`src/rtl/bl3_pkg.sv`:
```
`default_nettype none

package bl3_pkg;

  // coordinate width, which sets the field widths of the payload
  localparam int unsigned CoordBits = 12;
  // twice an absolute span
  localparam int unsigned SpanBits  = CoordBits + 1;
  // signed error term of a minor axis
  localparam int unsigned ErrBits   = CoordBits + 3;

  typedef enum logic {
    OpStart   = 1'b0,
    OpAdvance = 1'b1
  } op_e;

  typedef enum logic [1:0] {
    AxisX = 2'd0,
    AxisY = 2'd1,
    AxisZ = 2'd2
  } axis_e;

  typedef logic signed [CoordBits-1:0] coord_t;
  typedef logic        [CoordBits-1:0] mag_t;
  typedef logic        [SpanBits-1:0]  span_t;
  typedef logic signed [ErrBits-1:0]   err_t;
  typedef logic signed [1:0]           step_t;

  typedef struct packed {
    op_e    op;
    coord_t start_x;
    coord_t start_y;
    coord_t start_z;
    coord_t end_x;
    coord_t end_y;
    coord_t end_z;
  } in_t;

  typedef struct packed {
    coord_t point_x;
    coord_t point_y;
    coord_t point_z;
    logic   point_valid;
    logic   point_last;
  } out_t;

  // one classified item on its way from the front to the walker
  typedef struct packed {
    op_e    op;
    coord_t start_x;
    coord_t start_y;
    coord_t start_z;
    coord_t major_end;
    axis_e  major_axis;
    logic   first_last;
    err_t   err_a;
    err_t   err_b;
    span_t  tspan_x;
    span_t  tspan_y;
    span_t  tspan_z;
    step_t  step_x;
    step_t  step_y;
    step_t  step_z;
  } cmd_t;

  typedef struct packed {
    logic valid;
    cmd_t cmd;
  } cmd_req_t;

  // first minor axis in axis order
  function automatic axis_e minor_a(axis_e major);
    minor_a = (major == AxisX) ? AxisY : AxisX;
  endfunction

  // second minor axis in axis order
  function automatic axis_e minor_b(axis_e major);
    minor_b = (major == AxisZ) ? AxisY : AxisZ;
  endfunction

endpackage

`default_nettype wire

```
`src/rtl/bresenham_line_3d_core.sv`:
```
// 3d line walker: emits one line point for every input transfer
// input channel: in_valid_i / in_stall_o carry in_data_i; op start loads
//   both endpoints and returns the first point, op advance returns the next
//   point, or a point with point_valid clear once the line has ended
// output channel: out_valid_o / out_stall_i carry out_data_o, exactly one
//   result per input transfer, in order; point_last marks the final endpoint
// each result passes from its input transfer through the setup register,
//   the command queue and the output register
// throughput: one item per cycle while the output is not stalled; the walker
//   does one error update per cycle on registered error terms, the setup
//   stage computes spans, major axis and initial errors ahead of it
// a stalled output holds its result; the command queue keeps taking items
//   until it fills, and once the setup register also holds a command
//   in_stall_o rises
// reset clears the valid flags, the queue and the line-active flag; no line
//   is active afterwards
`default_nettype none

module bresenham_line_3d_core #(
  parameter int unsigned QUEUE_DEPTH = 2
) (
  input  wire logic          clk_i,
  input  wire logic          rst_ni,
  input  wire logic          in_valid_i,
  input  wire bl3_pkg::in_t  in_data_i,
  output logic               in_stall_o,
  output logic               out_valid_o,
  output bl3_pkg::out_t      out_data_o,
  input  wire logic          out_stall_i
);

  // classified command leaving the setup stage
  bl3_pkg::cmd_req_t push;
  // oldest queued command seen by the walker
  bl3_pkg::cmd_req_t head;
  logic              full;
  logic              pop;

  // setup: endpoint spans, step signs, dominant axis, initial error terms
  bl3_front u_front (
    .clk_i      (clk_i),
    .rst_ni     (rst_ni),
    .in_valid_i (in_valid_i),
    .in_data_i  (in_data_i),
    .in_stall_o (in_stall_o),
    .push_o     (push),
    .full_i     (full)
  );

  // decouples setup from the walker so each side stalls on its own
  bl3_queue #(
    .DEPTH (QUEUE_DEPTH)
  ) u_queue (
    .clk_i  (clk_i),
    .rst_ni (rst_ni),
    .push_i (push),
    .full_o (full),
    .head_o (head),
    .pop_i  (pop)
  );

  // walker: holds the line state and drives the output register
  bl3_back u_back (
    .clk_i       (clk_i),
    .rst_ni      (rst_ni),
    .head_i      (head),
    .pop_o       (pop),
    .out_valid_o (out_valid_o),
    .out_data_o  (out_data_o),
    .out_stall_i (out_stall_i)
  );

endmodule

`default_nettype wire

```
`src/rtl/bl3_front.sv`:
```
`default_nettype none

module bl3_front (
  input  wire logic              clk_i,
  input  wire logic              rst_ni,
  input  wire logic              in_valid_i,
  input  wire bl3_pkg::in_t      in_data_i,
  output logic                   in_stall_o,
  output bl3_pkg::cmd_req_t      push_o,
  input  wire logic              full_i
);

  bl3_pkg::coord_t              s      [3];
  bl3_pkg::coord_t              e      [3];
  logic signed [bl3_pkg::CoordBits:0] d [3];
  bl3_pkg::mag_t                mag    [3];
  bl3_pkg::span_t               tspan  [3];
  bl3_pkg::step_t               step   [3];
  bl3_pkg::axis_e               major;
  bl3_pkg::axis_e               ma;
  bl3_pkg::axis_e               mb;
  bl3_pkg::cmd_t                cmd;
  logic                         valid_q;
  bl3_pkg::cmd_t                cmd_q;
  logic                         accept;

  always_comb begin
    s[0] = in_data_i.start_x;
    s[1] = in_data_i.start_y;
    s[2] = in_data_i.start_z;
    e[0] = in_data_i.end_x;
    e[1] = in_data_i.end_y;
    e[2] = in_data_i.end_z;
    for (int i = 0; i < 3; i++) begin
      d[i]     = {e[i][bl3_pkg::CoordBits-1], e[i]} - {s[i][bl3_pkg::CoordBits-1], s[i]};
      mag[i]   = d[i][bl3_pkg::CoordBits] ? bl3_pkg::mag_t'(-d[i])
                                          : bl3_pkg::mag_t'(d[i]);
      tspan[i] = {mag[i], 1'b0};
      step[i]  = d[i][bl3_pkg::CoordBits] ? 2'sb11 : ((d[i] != '0) ? 2'sb01 : 2'sb00);
    end
  end

  // dominant axis, ties go to x then y
  always_comb begin
    priority if (mag[0] >= mag[1] && mag[0] >= mag[2]) begin
      major = bl3_pkg::AxisX;
    end else if (mag[1] >= mag[2]) begin
      major = bl3_pkg::AxisY;
    end else begin
      major = bl3_pkg::AxisZ;
    end
    ma = bl3_pkg::minor_a(major);
    mb = bl3_pkg::minor_b(major);
  end

  always_comb begin
    cmd            = '0;
    cmd.op         = in_data_i.op;
    cmd.start_x    = s[0];
    cmd.start_y    = s[1];
    cmd.start_z    = s[2];
    cmd.major_end  = e[major];
    cmd.major_axis = major;
    cmd.first_last = (s[major] == e[major]);
    cmd.err_a      = bl3_pkg::err_t'({2'b00, tspan[ma]}) - bl3_pkg::err_t'({3'b000, mag[major]});
    cmd.err_b      = bl3_pkg::err_t'({2'b00, tspan[mb]}) - bl3_pkg::err_t'({3'b000, mag[major]});
    cmd.tspan_x    = tspan[0];
    cmd.tspan_y    = tspan[1];
    cmd.tspan_z    = tspan[2];
    cmd.step_x     = step[0];
    cmd.step_y     = step[1];
    cmd.step_z     = step[2];
  end

  assign in_stall_o = valid_q && full_i;
  assign accept     = in_valid_i && !in_stall_o;

  always_ff @(posedge clk_i or negedge rst_ni) begin
    if (!rst_ni) begin
      valid_q <= 1'b0;
    end else if (accept) begin
      valid_q <= 1'b1;
    end else if (!full_i) begin
      valid_q <= 1'b0;
    end
  end

  always_ff @(posedge clk_i) begin
    if (accept) begin
      cmd_q <= cmd;
    end
  end

  assign push_o.valid = valid_q;
  assign push_o.cmd   = cmd_q;

endmodule

`default_nettype wire

```
`src/rtl/bl3_queue.sv`:
```
`default_nettype none

module bl3_queue #(
  parameter int unsigned DEPTH = 2
) (
  input  wire logic              clk_i,
  input  wire logic              rst_ni,
  input  wire bl3_pkg::cmd_req_t push_i,
  output logic                   full_o,
  output bl3_pkg::cmd_req_t      head_o,
  input  wire logic              pop_i
);

  localparam int unsigned PtrBits = (DEPTH > 1) ? $clog2(DEPTH) : 1;
  localparam int unsigned CntBits = $clog2(DEPTH + 1);

  bl3_pkg::cmd_t        mem_q [DEPTH];
  logic [PtrBits-1:0]   wr_ptr_q;
  logic [PtrBits-1:0]   rd_ptr_q;
  logic [CntBits-1:0]   count_q;
  logic                 do_push;
  logic                 do_pop;

  assign full_o       = (count_q == CntBits'(DEPTH));
  assign do_push      = push_i.valid && !full_o;
  assign do_pop       = pop_i && (count_q != '0);
  assign head_o.valid = (count_q != '0);
  assign head_o.cmd   = mem_q[rd_ptr_q];

  always_ff @(posedge clk_i or negedge rst_ni) begin
    if (!rst_ni) begin
      wr_ptr_q <= '0;
      rd_ptr_q <= '0;
      count_q  <= '0;
    end else begin
      if (do_push) begin
        wr_ptr_q <= (wr_ptr_q == PtrBits'(DEPTH - 1)) ? '0 : wr_ptr_q + 1'b1;
      end
      if (do_pop) begin
        rd_ptr_q <= (rd_ptr_q == PtrBits'(DEPTH - 1)) ? '0 : rd_ptr_q + 1'b1;
      end
      if (do_push && !do_pop) begin
        count_q <= count_q + 1'b1;
      end else if (!do_push && do_pop) begin
        count_q <= count_q - 1'b1;
      end
    end
  end

  always_ff @(posedge clk_i) begin
    if (do_push) begin
      mem_q[wr_ptr_q] <= push_i.cmd;
    end
  end

endmodule

`default_nettype wire

```
`src/rtl/bl3_back.sv`:
```
`default_nettype none

module bl3_back (
  input  wire logic              clk_i,
  input  wire logic              rst_ni,
  input  wire bl3_pkg::cmd_req_t head_i,
  output logic                   pop_o,
  output logic                   out_valid_o,
  output bl3_pkg::out_t          out_data_o,
  input  wire logic              out_stall_i
);

  bl3_pkg::coord_t cur_q   [3];
  bl3_pkg::span_t  tspan_q [3];
  bl3_pkg::step_t  step_q  [3];
  bl3_pkg::coord_t major_end_q;
  bl3_pkg::axis_e  major_q;
  bl3_pkg::err_t   err_a_q;
  bl3_pkg::err_t   err_b_q;
  logic            active_q;
  logic            out_valid_q;
  bl3_pkg::out_t   out_q;

  bl3_pkg::coord_t cur_n   [3];
  bl3_pkg::err_t   err_a_n;
  bl3_pkg::err_t   err_b_n;
  bl3_pkg::axis_e  ma;
  bl3_pkg::axis_e  mb;
  bl3_pkg::span_t  tmaj;
  logic            step_a;
  logic            step_b;
  logic            adv_last;

  function automatic bl3_pkg::coord_t ext_step(bl3_pkg::step_t st);
    ext_step = {{(bl3_pkg::CoordBits-2){st[1]}}, st};
  endfunction

  assign pop_o = head_i.valid && (!out_valid_q || !out_stall_i);

  // one step of the walk from the held state
  always_comb begin
    ma     = bl3_pkg::minor_a(major_q);
    mb     = bl3_pkg::minor_b(major_q);
    tmaj   = tspan_q[major_q];
    step_a = !err_a_q[bl3_pkg::ErrBits-1];
    step_b = !err_b_q[bl3_pkg::ErrBits-1];
    for (int i = 0; i < 3; i++) begin
      cur_n[i] = cur_q[i];
    end
    if (step_a) begin
      cur_n[ma] = cur_q[ma] + ext_step(step_q[ma]);
    end
    if (step_b) begin
      cur_n[mb] = cur_q[mb] + ext_step(step_q[mb]);
    end
    cur_n[major_q] = cur_q[major_q] + ext_step(step_q[major_q]);
    err_a_n  = err_a_q + bl3_pkg::err_t'({2'b00, tspan_q[ma]})
             - (step_a ? bl3_pkg::err_t'({2'b00, tmaj}) : '0);
    err_b_n  = err_b_q + bl3_pkg::err_t'({2'b00, tspan_q[mb]})
             - (step_b ? bl3_pkg::err_t'({2'b00, tmaj}) : '0);
    adv_last = (cur_n[major_q] == major_end_q);
  end

  always_ff @(posedge clk_i or negedge rst_ni) begin
    if (!rst_ni) begin
      active_q    <= 1'b0;
      out_valid_q <= 1'b0;
    end else if (pop_o) begin
      out_valid_q <= 1'b1;
      unique case (head_i.cmd.op)
        bl3_pkg::OpStart: begin
          active_q <= !head_i.cmd.first_last;
        end
        bl3_pkg::OpAdvance: begin
          if (active_q) begin
            active_q <= !adv_last;
          end
        end
        default: begin
          active_q <= active_q;
        end
      endcase
    end else if (!out_stall_i) begin
      out_valid_q <= 1'b0;
    end
  end

  always_ff @(posedge clk_i) begin
    if (pop_o) begin
      unique case (head_i.cmd.op)
        bl3_pkg::OpStart: begin
          cur_q[0]    <= head_i.cmd.start_x;
          cur_q[1]    <= head_i.cmd.start_y;
          cur_q[2]    <= head_i.cmd.start_z;
          tspan_q[0]  <= head_i.cmd.tspan_x;
          tspan_q[1]  <= head_i.cmd.tspan_y;
          tspan_q[2]  <= head_i.cmd.tspan_z;
          step_q[0]   <= head_i.cmd.step_x;
          step_q[1]   <= head_i.cmd.step_y;
          step_q[2]   <= head_i.cmd.step_z;
          major_end_q <= head_i.cmd.major_end;
          major_q     <= head_i.cmd.major_axis;
          err_a_q     <= head_i.cmd.err_a;
          err_b_q     <= head_i.cmd.err_b;
          out_q.point_x     <= head_i.cmd.start_x;
          out_q.point_y     <= head_i.cmd.start_y;
          out_q.point_z     <= head_i.cmd.start_z;
          out_q.point_valid <= 1'b1;
          out_q.point_last  <= head_i.cmd.first_last;
        end
        bl3_pkg::OpAdvance: begin
          if (active_q) begin
            for (int i = 0; i < 3; i++) begin
              cur_q[i] <= cur_n[i];
            end
            err_a_q           <= err_a_n;
            err_b_q           <= err_b_n;
            out_q.point_x     <= cur_n[0];
            out_q.point_y     <= cur_n[1];
            out_q.point_z     <= cur_n[2];
            out_q.point_valid <= 1'b1;
            out_q.point_last  <= adv_last;
          end else begin
            out_q <= '0;
          end
        end
        default: begin
          out_q <= '0;
        end
      endcase
    end
  end

  assign out_valid_o = out_valid_q;
  assign out_data_o  = out_q;

endmodule

`default_nettype wire
```
`config.mk`:
```
export PLATFORM = sky130hd
export DESIGN_NAME = bresenham_line_3d_core
export DESIGN_NICKNAME = d
export VERILOG_FILES = /design/src/rtl/bl3_pkg.sv /design/src/rtl/bresenham_line_3d_core.sv /design/src/rtl/bl3_front.sv /design/src/rtl/bl3_queue.sv /design/src/rtl/bl3_back.sv
export SDC_FILE = /design/constraint.sdc
export NUM_CORES = 1
export LEC_CHECK = 0
export BUFFER_PORTS_ARGS = -buffer_cell sky130_fd_sc_hd__buf_2
export CAP_MARGIN = 20
export CELL_PAD_IN_SITES_DETAIL_PLACEMENT = 1
export CELL_PAD_IN_SITES_GLOBAL_PLACEMENT = 1
export CORE_ASPECT_RATIO = 0.8
export CORE_MARGIN = 1.5
export CORE_UTILIZATION = 30
export DETAILED_ROUTE_END_ITERATION = 10
export PLACE_DENSITY_LB_ADDON = 0.15
export SYNTH_ARGS = -nofsm -noshare
export SYNTH_HDL_FRONTEND = slang
export SYNTH_SLANG_ARGS = --single-unit
```
`constraint.sdc`:
```
create_clock -name clk_i -period 7 [get_ports clk_i]
set_clock_uncertainty 0.1 [all_clocks]
set_input_delay 0.7 -clock clk_i [delete_from_list [all_inputs] [get_ports clk_i]]
set_output_delay 0.7 -clock clk_i [all_outputs]
set_load 0.01 [all_outputs]
```
==> summary.txt <==
Clock network
  • CTS tree: built
  • Root buffer cell: clkbuf_16
  • Clock tree buffer depth: 3
  • Num CTS Buffers: 60
  • Clock latency on the worst-skew pair: 0.64 ns
  • Clock sink total: 527
  • Clock slew at reported path FFs: 0.06 ns
  • H-tree levels: 2

Placed design
  • Gp weighted congestion: 0.888
  • Worst slack at placement: -0.396 ns
  • Placed Area: 33600 µm²
  • DP HPWL: 72600 µm
  • Port Buf Inserts: 116
  • Placed cells: 4019

Hold path
  • Worst Hold Launch: in_data_i[55]
  • WHS Endpoint: u_front.push_o[109]
  • Hold WC Path Type: in -> reg
  • Hold Path Depth: 1

Floorplan
  • Die W: 352 µm
  • Rows: 102
  • # IOs: 117
  • Die H: 282 µm
  • Die area: 99400 µm²
  • Core area: 96700 µm²
  • Initial Utilization: 30.2%

Logic synthesis
  • Yosys cell types: 88
  • Cell taking the most area after synthesis: edfxtp_1
  • Number of flops mapped to enable cells by yosys: 518
  • Synthesis-stage register bit count: 527
  • Post-Syn Area: 29200 µm²
  • Mapped Nets: 2645
  • Top cells by area, synth: edfxtp_1, ha_1, mux2i_1, mux2_2, xnor2_1
  • Sequential area share after synthesis: 53.9%
  • Yosys top cell area share: 53.2%
  • Syn Area/Cell: 12.2 µm²
  • Async SR Flop Fraction: 1.33%
  • Top FF cell, synth: edfxtp_1
  • Ys Warns: 0
  • Cells after synthesis: 2389

Setup path
  • Max incr delay on CP: 0.55 ns
  • Worst reg2reg endpoint: u_back.err_a_q[14]
  • Critical path class: in -> reg
  • Worst path required time: 7.27 ns
  • Buffers and inverters on the worst path: 4
  • Crit-path leading delay family: compound AO/OA/AOI/OAI gates
  • R2R cell count: 20
  • Reg2reg start: u_back.major_q[1]
  • Crit-path max FO: 5
  • Worst Setup SP: in_data_i[61]
  • Setup slack, reg-to-reg: 1.58 ns
  • CP arrival: 6.90 ns
  • CP Capture Type: register
  • Slowest cell on crit path: or4_1
  • Startpoint types: input port

Drt
  • Via count: 20531
  • Via density per instance: 4.96
  • Drt wl/cell: 23.1 µm
  • Antenna viol nets, final: 0
  • DRT Pass-1 Iters: 5
  • Drt first-iter violations: 1369
  • DRC viols: 0
  • Routed Wire Length: 95600 µm

Layout
  • Commonest non-fill, non-tap cell in the layout: edfxtp_1
  • Fin nets: 3042
  • Most frequent cells in the layout: edfxtp_1, buf_4, mux2i_1
  • Filler cells: 10536
  • Fraction of layout cells with a size suffix above 1: 26.4%
  • Design area: 35800 µm²
  • Area delta synth->final: 22.3%
  • Final Non-Filler Cells: 4139

Timing
  • Worst slew pin tran: 1.10 ns
  • Tmin final: 6.63 ns
  • Final period utilization: 94.7%
  • Fin. Hold Viols: 0
  • Pins Over Slew Limit: 0
  • Slew HR: 26.4%
  • # setup viols final: 0
  • Fin worst setup slack: 0.372 ns
  • Max frequency: 151 MHz

Job
  • Max_cap viols: 0

Global route
  • GR Overflow Total: 0
  • Vias in the first global route: 21631
  • Initial antenna violation count: 3
  • Wire length of the first global-routing pass: 143000 µm
  • Largest net degree at the start of global routing: 104
  • GRT Overall Usage: 19.1%

Run status
  • Status: finished clean
-- flip-flops by register name, summed over array words and instances, names as in the netlist, named ones only --
register,flops
u_front.push_o,120
u_back.active_q,1
u_queue.mem_q,240
u_back.tspan_q,36
u_back.major_q,2
u_back.err_a_q,14
u_back.out_valid_o,1
u_queue.rd_ptr_q,1
u_back.out_data_o,38
u_back.err_b_q,14
u_queue.count_q,2
u_back.major_end_q,12
u_queue.wr_ptr_q,1
u_back.step_q,6
u_front.valid_q,1
u_back.cur_q,36
-- worst reg2reg max path, cell delays in order, from the launching register on --
cell and delay [ns]:
edfxtp_1 0.40, buf_4 0.27, nor2_4 0.48, buf_4 0.34, mux2_2 0.38, fa_1 0.45, ha_1 0.35, a21oi_1 0.23
o21bai_1 0.11, a21oi_1 0.27, o21bai_1 0.15, a21oi_1 0.25, o21bai_1 0.10, a21oi_1 0.23, nor2b_1 0.08, o21a_1 0.19
o21ai_0 0.25, nand2b_1 0.10, a21oi_1 0.18, xnor2_1 0.09, a21o_1 0.17
-- metal layers --
metal / wire length (µm) / up-vias / track usage [%]
li1: - / 9697 / -
met1: 49300 / 10388 / 28.9
met2: 40600 / 350 / 29.0
met3: 3780 / 96 / 2.15
met4: 1880 / 0 / 4.32
met5: 0 / - / 0
-- cell families (layout without fill, tap and decap cells) --
family / after synthesis / count (layout) / share of synthesized area (%)
AOI/OAI and AO/OA: 535 / 535 / 11.5
and+or+nand+nor: 471 / 471 / 7.66
adders and majority gates: 179 / 179 / 8.53
muxes: 288 / 288 / 10.4
DFF: 527 / 527 / 53.9
xor gates and xnor gates: 164 / 164 / 5.01
buffers and inverters: 225 / 674 / 2.99
other: 0 / 1 / 0
-- synthesized netlist by cell type, drive strengths merged, types with 4 or more instances --
cell     number
and2         10
or3          10
dfrtp         7
nand4         7
xor2         55
nand2b       22
nand3        26
o31ai        12
nor2        134
nor4b         4
a31oi        21
o21bai       39
and3         10
nor3b         5
nand2       139
a211oi       13
a21o         24
a21oi       175
or2          30
nor3         38
fa           34
o22ai        41
o221ai        8
nor4          9
o21ai       122
buf          30
edfxtp      518
a2111oi       4
or4           4
a311o         4
nor2b        18
mux2i       172
inv         129
clkbuf       66
o21a         14
xnor2       108
a31o         10
o211ai        8
mux2        116
ha          145
-- worst max path at each step --
| stage | endpoint | slack, ns | cells past startpoint |
|---|---|---|---|
| global placement | u_front.push_o[72] | -0.33 | 34 |
| finish | u_front.push_o[71] | 0.37 | 30 |
| floorplan | u_front.push_o[72] | 0.002 | 33 |
| CTS | u_front.push_o[72] | 0.25 | 34 |
| detailed placement | u_front.push_o[72] | -0.40 | 34 |
| global route | u_front.push_o[57] | -0.0005 | 35 |
-- area by class of cell --
type                    instances  area, µm²  share of cell area (%)
repair buffers                431       2970                    8.31
flip-flops and latches        527      15800                    44.1
inverters                     129        484                    1.35
multi-input cells            1637      12900                    36.1
diodes                          1       2.50                 0.00699
clock inverters                33        363                    1.01
clock buffers                  81       1650                    4.61
well taps                    1300       1630                    4.55
-- per-stage QoR --
step	utilization, %	TNS [ns]	hold WS, ns
global route	37.0	-0.000461	0.113
detailed placement	34.8	-3.14	0.335
floorplan	-	0	0.304
finish	37.0	0	0.158
CTS	36.9	0	0.107
global placement	34.8	-1.53	0.324
-- repair_timing --
item	CTS	global route
resized for setup	0	21
setup buffers	0	4
hold buffers	1	0
endpoints found under the setup margin	0	12
hold endpoints to repair	7	0
Power is not shown: default switching activity piles up to over one toggle a cycle in this logic, so the estimate is an artifact.
